### src/hdl/quad_motor_mixer_macros.svh
// ----------------------------------------------------------------------------
// Assertion macros for the quad motor mixer
// Clocked on clk, disabled while rst_n is low.
// ----------------------------------------------------------------------------
`ifndef QUAD_MOTOR_MIXER_MACROS_SVH
`define QUAD_MOTOR_MIXER_MACROS_SVH
`ifndef NO_ASSERTIONS
`define QMM_ASSERT_IMP(label, ante, cons, msg) \
  label: assert property (@(posedge clk) disable iff (!rst_n) (ante) |-> cons) \
    else $error(msg);
`define QMM_ASSERT_NXT(label, ante, cons, msg) \
  label: assert property (@(posedge clk) disable iff (!rst_n) (ante) |=> (cons)) \
    else $error(msg);
`else
`define QMM_ASSERT_IMP(label, ante, cons, msg)
`define QMM_ASSERT_NXT(label, ante, cons, msg)
`endif
`endif

### src/hdl/qmm_pkg.sv
// ----------------------------------------------------------------------------
// qmm_pkg
// Types, constants and small helper functions shared by the mixer modules.
// ----------------------------------------------------------------------------
package qmm_pkg;

  localparam int QMM_ADDR_W  = 5;
  localparam int QMM_DATA_W  = 64;
  localparam int QMM_LATENCY = 8;

  typedef enum logic [1:0] {
    OP_LEGACY = 2'd0,
    OP_FT     = 2'd1,
    OP_NORM   = 2'd2,
    OP_NONE   = 2'd3
  } qmm_op_t;

  localparam logic [1:0] REG_RP_GAIN     = 2'd0;
  localparam logic [1:0] REG_YAW_GAIN    = 2'd1;
  localparam logic [1:0] REG_FORCE_SCALE = 2'd2;

  typedef struct packed {
    logic [31:0] roll_pitch_gain;
    logic [31:0] yaw_gain;
    logic [47:0] force_scale;
  } qmm_cfg_t;

  // Torque stage output: signed Q.18 force parts plus the direct result
  // of the legacy and normalized modes.
  typedef struct packed {
    logic               valid;
    qmm_op_t            op;
    logic signed [31:0] thrust;
    logic signed [50:0] roll_part;
    logic signed [50:0] pitch_part;
    logic signed [50:0] yaw_part;
    logic [3:0][31:0]   direct;
  } qmm_mid_t;

  function automatic logic [31:0] qmm_sat32(input logic signed [34:0] x);
    if (x > 35'sd2147483647) begin
      return 32'h7FFF_FFFF;
    end else if (x < -35'sd2147483648) begin
      return 32'h8000_0000;
    end
    return x[31:0];
  endfunction

  // Clamp a Q2.15 force to [0,1] and scale by 65535: (c << 16) - c, then >> 15.
  function automatic logic [31:0] qmm_norm_scale(input logic signed [16:0] f);
    logic [15:0] c;
    logic [32:0] prod;
    if (f[16]) begin
      c = 16'h0000;
    end else if (f > 17'sd32768) begin
      c = 16'h8000;
    end else begin
      c = f[15:0];
    end
    prod = {1'b0, c, 16'h0000} - {17'h00000, c};
    return {14'h0000, prod[32:15]};
  endfunction

endpackage

### src/hdl/qmm_regs.sv
// ----------------------------------------------------------------------------
// qmm_regs
// APB-style configuration registers: two gains and the force scale.
// ----------------------------------------------------------------------------
module qmm_regs import qmm_pkg::*; (
  input  logic                  clk,
  input  logic                  rst_n,
  input  logic                  psel,
  input  logic                  penable,
  input  logic                  pwrite,
  input  logic [QMM_ADDR_W-1:0] paddr,
  input  logic [QMM_DATA_W-1:0] pwdata,
  output logic [QMM_DATA_W-1:0] prdata,
  output logic                  pready,
  output qmm_cfg_t              cfg
);

  qmm_cfg_t   cfg_r;
  logic       wr_en;
  logic [1:0] reg_idx;

  assign pready  = 1'b1;
  assign wr_en   = psel && penable && pwrite;
  assign reg_idx = paddr[QMM_ADDR_W-1:3];
  assign cfg     = cfg_r;

  always_ff @(posedge clk) begin
    if (!rst_n) begin
      cfg_r <= '0;
    end else if (wr_en) begin
      case (reg_idx)
        REG_RP_GAIN:     cfg_r.roll_pitch_gain <= pwdata[31:0];
        REG_YAW_GAIN:    cfg_r.yaw_gain        <= pwdata[31:0];
        REG_FORCE_SCALE: cfg_r.force_scale     <= pwdata[47:0];
        default: ;
      endcase
    end
  end

  always_comb begin
    case (reg_idx)
      REG_RP_GAIN:     prdata = {32'h0, cfg_r.roll_pitch_gain};
      REG_YAW_GAIN:    prdata = {32'h0, cfg_r.yaw_gain};
      REG_FORCE_SCALE: prdata = {16'h0, cfg_r.force_scale};
      default:         prdata = '0;
    endcase
  end

endmodule

### config.mk
export PLATFORM = sky130hd
export DESIGN_NAME = qmm_regs
export DESIGN_NICKNAME = d
export VERILOG_FILES = /design/src/hdl/quad_motor_mixer_macros.svh /design/src/hdl/qmm_pkg.sv /design/src/hdl/qmm_regs.sv
export SDC_FILE = /design/constraint.sdc
export NUM_CORES = 1
export LEC_CHECK = 0
export BUFFER_PORTS_ARGS = -buffer_cell sky130_fd_sc_hd__buf_2
export CORE_ASPECT_RATIO = 0.9
export CORE_MARGIN = 2
export CORE_UTILIZATION = 45
export CTS_BUF_LIST = sky130_fd_sc_hd__clkbuf_16
export CTS_CLUSTER_SIZE = 16
export DETAILED_ROUTE_END_ITERATION = 10
export GPL_TIMING_DRIVEN = 0
export PLACE_DENSITY = 0.77
export SYNTH_ARGS = -nofsm -noshare
export SYNTH_HDL_FRONTEND = slang
export SYNTH_SLANG_ARGS = --single-unit
### constraint.sdc
create_clock -name clk -period 1.2 [get_ports clk]
set_input_delay 0.06 -clock clk [delete_from_list [all_inputs] [get_ports clk]]
set_output_delay 0.06 -clock clk [all_outputs]
set_load 0.01 [all_outputs]
# After elaboration in Yosys (flattened, before gate mapping)
# Cells that the tools add are included.
# W data, S select, Z words.
totals:
  reg_bits: 112
  latchBits: 0
  ram_bits: 0
  rom_bits: 0
  input_bits: 74
  out_inout_bits: 177
  elab_cells: 12
  n_memories: 0
op_classes:
  n_addsub: 0
  multipliers: 0
  n_div: 0
  n_lt_le_gt_ge: 0
  eq_ne: 2
  shifts: 0
  muxes: 1
  n_bitwise: 0
  n_reduce_logical: 6
op_table:
  columns: ["cell", "count"]
  rows:
  - ["$pmux W48 S3", 1]
  - ["$reduce_and A2 Y1", 3]
  - ["$eq A2 B1 Y1 const B", 1]
  - ["$eq A2 B2 Y1 const B", 1]
  - ["$logic_and A1 B1 Y1", 2]
  - ["$logic_not A2 Y1", 1]

# Depth between registers and ports, before layout
logic_depth:
  ltp_word: 3
  mapped_depth: 6
  ltp_nobuf: 3

# Least setup slack after synthesis
# No wires, ideal clock.
synth_timing:
  path_type: "input to register"
  from: "in paddr[3]"
  to: "reg cfg_r (netlist bit cfg[27])"
  setup_ns: 0.072
  arrival_ns: 1.005
  required_ns: 1.128
  path_slack_ns: 0.123
  path_stages: 5
  path_buffers: 3
  cell_sequence: "buf_4 -> nor3b_2 -> buf_4 -> buf_4 -> mux2i_1"
synth_via:
  elab_chain_len: 2
synth_lines:
  columns: ["element", "line_no", "rtl"]
  rows:
  - ["from (decl)", "qmm_regs.sv:11", "input logic [QMM_ADDR_W-1:0] paddr,"]
  - ["$eq A2 B2 Y1", "qmm_regs.sv:31", "case (reg_idx)"]
  - ["$reduce_and A2 Y1 (no line)", null, null]
  - ["to (decl)", "qmm_regs.sv:18", "qmm_cfg_t cfg_r;"]
# Every way passes these cells.
# A chain may end at the register's enable or synchronous reset.

# Worst setup path after layout
layout_timing:
  from: "reg cfg_r (netlist bit cfg[48])"
  to: "out prdata[0]"
layout_via:
  elab_chain_len: 1
layout_lines:
  columns: ["element", "line_no", "rtl"]
  rows:
  - ["$pmux W48 S3", "qmm_regs.sv:41", "case (reg_idx)"]
  - ["to (decl)", "qmm_regs.sv:13", "output logic [QMM_DATA_W-1:0] prdata,"]
# Every way passes these cells.

==> parameters.txt <==
Parameter                              Value

Outcome
  Run status    finished, final reports clean

STA
  Period utilisation layout    96.11%
  Upper clock frequency limit    867.1 MHz
  Crit path time final    1.153 ns
  Setup violation total in the final timing report    0
  Final Slew Violations    0
  Least-Margin Pin Slew    0.6009 ns
  Final count of hold timing violations    0
  Unrepaired setup endpoints after global routing    yes
  Worst Clk Skew    0 ns
  Worst slew margin relative to its limit    59.94%

Die
  Area of the placeable core    0.01090 mm2
  Row cnt    36
  Die Span X    115.9 um
  Vertical die dimension    104.7 um
  Top-level I/O count    251
  Starting density of the core    46.56%
  Die area    0.01214 mm2

Clock network
  Clock buffers created by TritonCTS    9
  Clock transition at path regs    0.08 ns
  Number of buffers between clock root and the deepest sink    2
  Clock tree from TritonCTS    yes
  Root Buffer    sky130_fd_sc_hd__clkbuf_16
  Number of buffers added for setup after CTS    0
  Clock Sinks    112
  H-Tree Depth    3
  Latest clock arrival within the worst-skew pair    0.34 ns

Critical path
  WP data required    1.14 ns
  Crit Path Max Fanout    3
  Category of the critical setup timing path    reg -> out
  Worst R2R Start    cfg[24]
  Critical-path cell list    mux2i_1 > o21ai_0 > buf_2
  Buffer and inverter count on the worst path    1
  Delay of the slowest critical-path stage    0.37 ns
  Cell with the largest stage delay on the worst path    sky130_fd_sc_hd__dfxtp_1
  Start point of the critical path    cfg[48]
  Crit end category    output port
  CP top delay family    flip-flops
  Type of origin of the critical path    register
  CP arrival    1.09 ns

Detailed routing
  Total wire length    16080 um
  Post-route DRC violation count    0
  First DRT Iteration DRCs    274
  Vias/cell    4.935
  Detailed-router iteration count before antenna repair    5
  Routed len/inst    16.52 um
  Antenna Violating Nets Remaining    0
  Number of vias after detailed routing    4802

Synthesis
  Synthesized cell area    0.005075 mm2
  Count of state elements after synthesis    112
  Number of cells produced by synthesis    563
  Count of yosys warnings during synthesis    0
  Number of distinct library cells after synthesis    16
  Mean instance size in the synthesized netlist    9.014 um2
  Part of the Yosys area used for sequential elements    44.18%

Power
  Pwr/cell area    1067 mW/mm2
  Overall power of the completed layout    7.331 mW
  Max rail drop VDD    0.9427 mV
  Static leakage    3.474 nW

Cells and area
  Growth of design area from synthesis to finish    35.36%
  Fraction of final layout cells with drive strength greater than 1    35.49%
  Total number of nets in the final design    889
  Most common library cell in the layout ignoring fill and taps    sky130_fd_sc_hd__buf_2
  Largest register FFs    112
  Commonest non-fill, non-tap cells in the layout    sky130_fd_sc_hd__buf_2, sky130_fd_sc_hd__nand2_1, sky130_fd_sc_hd__mux2i_1
  Final instance area    0.006869 mm2
  Non-filler cells, final    973

Global route
  Met2 Usage GRT    42.98%
  GRT Residual Overflow    0
  Met1 capacity usage during global routing    32.87%
  Maximum number of pins on one net before global-route repair    18
  Met3 GRT Util    4.988%
  First-pass GRT wire length    24290 um
  Layer with the highest usage after global routing    met2
  Number of global-route vias before repair    4643
  Initial antenna violation count    1
  Total routing resource utilization after global routing    25.52%

Place
  Placer Congestion    0.8084
  DP Wirelength    11420 um
  Count of input and output buffers    211
  Cell area after placement    0.006377 mm2
  Cell Count Post-Placement    941

Min path
  Startpoint of the worst hold path    pwdata[36]
  Hold crit path type    in -> reg

Run
  Maximum capacitance violations    0
cell families (layout without fill, tap and decap cells):
logic type,Yosys count,after routing,synth area share (%)
buf+inv,60,302,7.002
compound gates,32,32,3.156
flops,112,112,44.18
simple gates,213,213,17.11
mux,144,144,28.40
other cells,2,18,0.1480
stage by stage:
stage	worst slack (ns)	TNS [ns]	hold WS (ns)	util [%]
after floorplan	0.1233	0	0.2021	-
after global placement	-0.3791	-23.37	0.3088	58.51
after detailed placement	-0.4356	-26.04	0.3120	58.51
after CTS	0.001930	0	0.001486	62.57
after global routing	-0.001907	-0.003623	0.01589	63.02
final	0.04671	0	0.005158	63.02
power breakdown:
group	internal (mW)	switching, mW	total [mW]
Clock	1.39	1.37	2.76
Combinational	0.317	0.449	0.766
Sequential	3.76	0.0389	3.80
Total	5.47	1.86	7.33
layout make-up:
cell class / instances / area (um2)
Fill cell: 938 / 4031
Multi-Input combinational cell: 406 / 2541
Sequential cell: 112 / 2260
Timing Repair Buffer: 226 / 1206
Buffer: 60 / 404.1
Clock buffer: 9 / 225.2
Tap cell: 152 / 190.2
Clock inverter: 7 / 40.04
Antenna cell: 1 / 2.502
worst min-delay path, delay by kind of cell:
family	cells	cell delay (ns)
buffers and inverters	1	0.10
and+or+nand+nor	1	0.06
muxes	1	0.07
cell usage after synthesis:
library cell / number / area (um2)
sky130_fd_sc_hd__conb_1: 2 / 7.510
sky130_fd_sc_hd__buf_6: 3 / 33.78
sky130_fd_sc_hd__or3b_1: 1 / 8.760
sky130_fd_sc_hd__o21ai_0: 32 / 160.2
sky130_fd_sc_hd__buf_1: 1 / 3.750
sky130_fd_sc_hd__buf_4: 24 / 180.2
sky130_fd_sc_hd__nor3b_2: 1 / 12.51
sky130_fd_sc_hd__and2_1: 16 / 100.1
sky130_fd_sc_hd__nand3_2: 1 / 10.01
sky130_fd_sc_hd__dfxtp_1: 112 / 2242
sky130_fd_sc_hd__clkbuf_1: 18 / 67.56
sky130_fd_sc_hd__buf_2: 14 / 70.07
sky130_fd_sc_hd__nor3_2: 1 / 10.01
sky130_fd_sc_hd__nor2b_1: 1 / 6.260
sky130_fd_sc_hd__nand2_1: 192 / 720.7
sky130_fd_sc_hd__mux2i_1: 144 / 1441
timing repair:
item | in CTS | in global routing
setup endpoints to repair | 38 | 43
hold buffers | 15 | 0
gates resized for setup | 13 | 41
endpoints found under the hold margin | 15 | 0
pin swaps | 0 | 0
worst paths after layout:
kind	to	slack [ns]	depth (start not counted)
worst max-delay path	prdata[0]	0.05	3
worst min-delay path	cfg[36]	0.005	3
worst max register to register	cfg[24]	0.53	2
worst min register to register	cfg[101]	0.47	2
metal layers:
layer,share of wire (%),routed length (um)
met5,0,0
met4,1.8,292
met3,7.4,1196
met1,43,6926
met2,48,7664
Power figures use the tool's default switching activity.
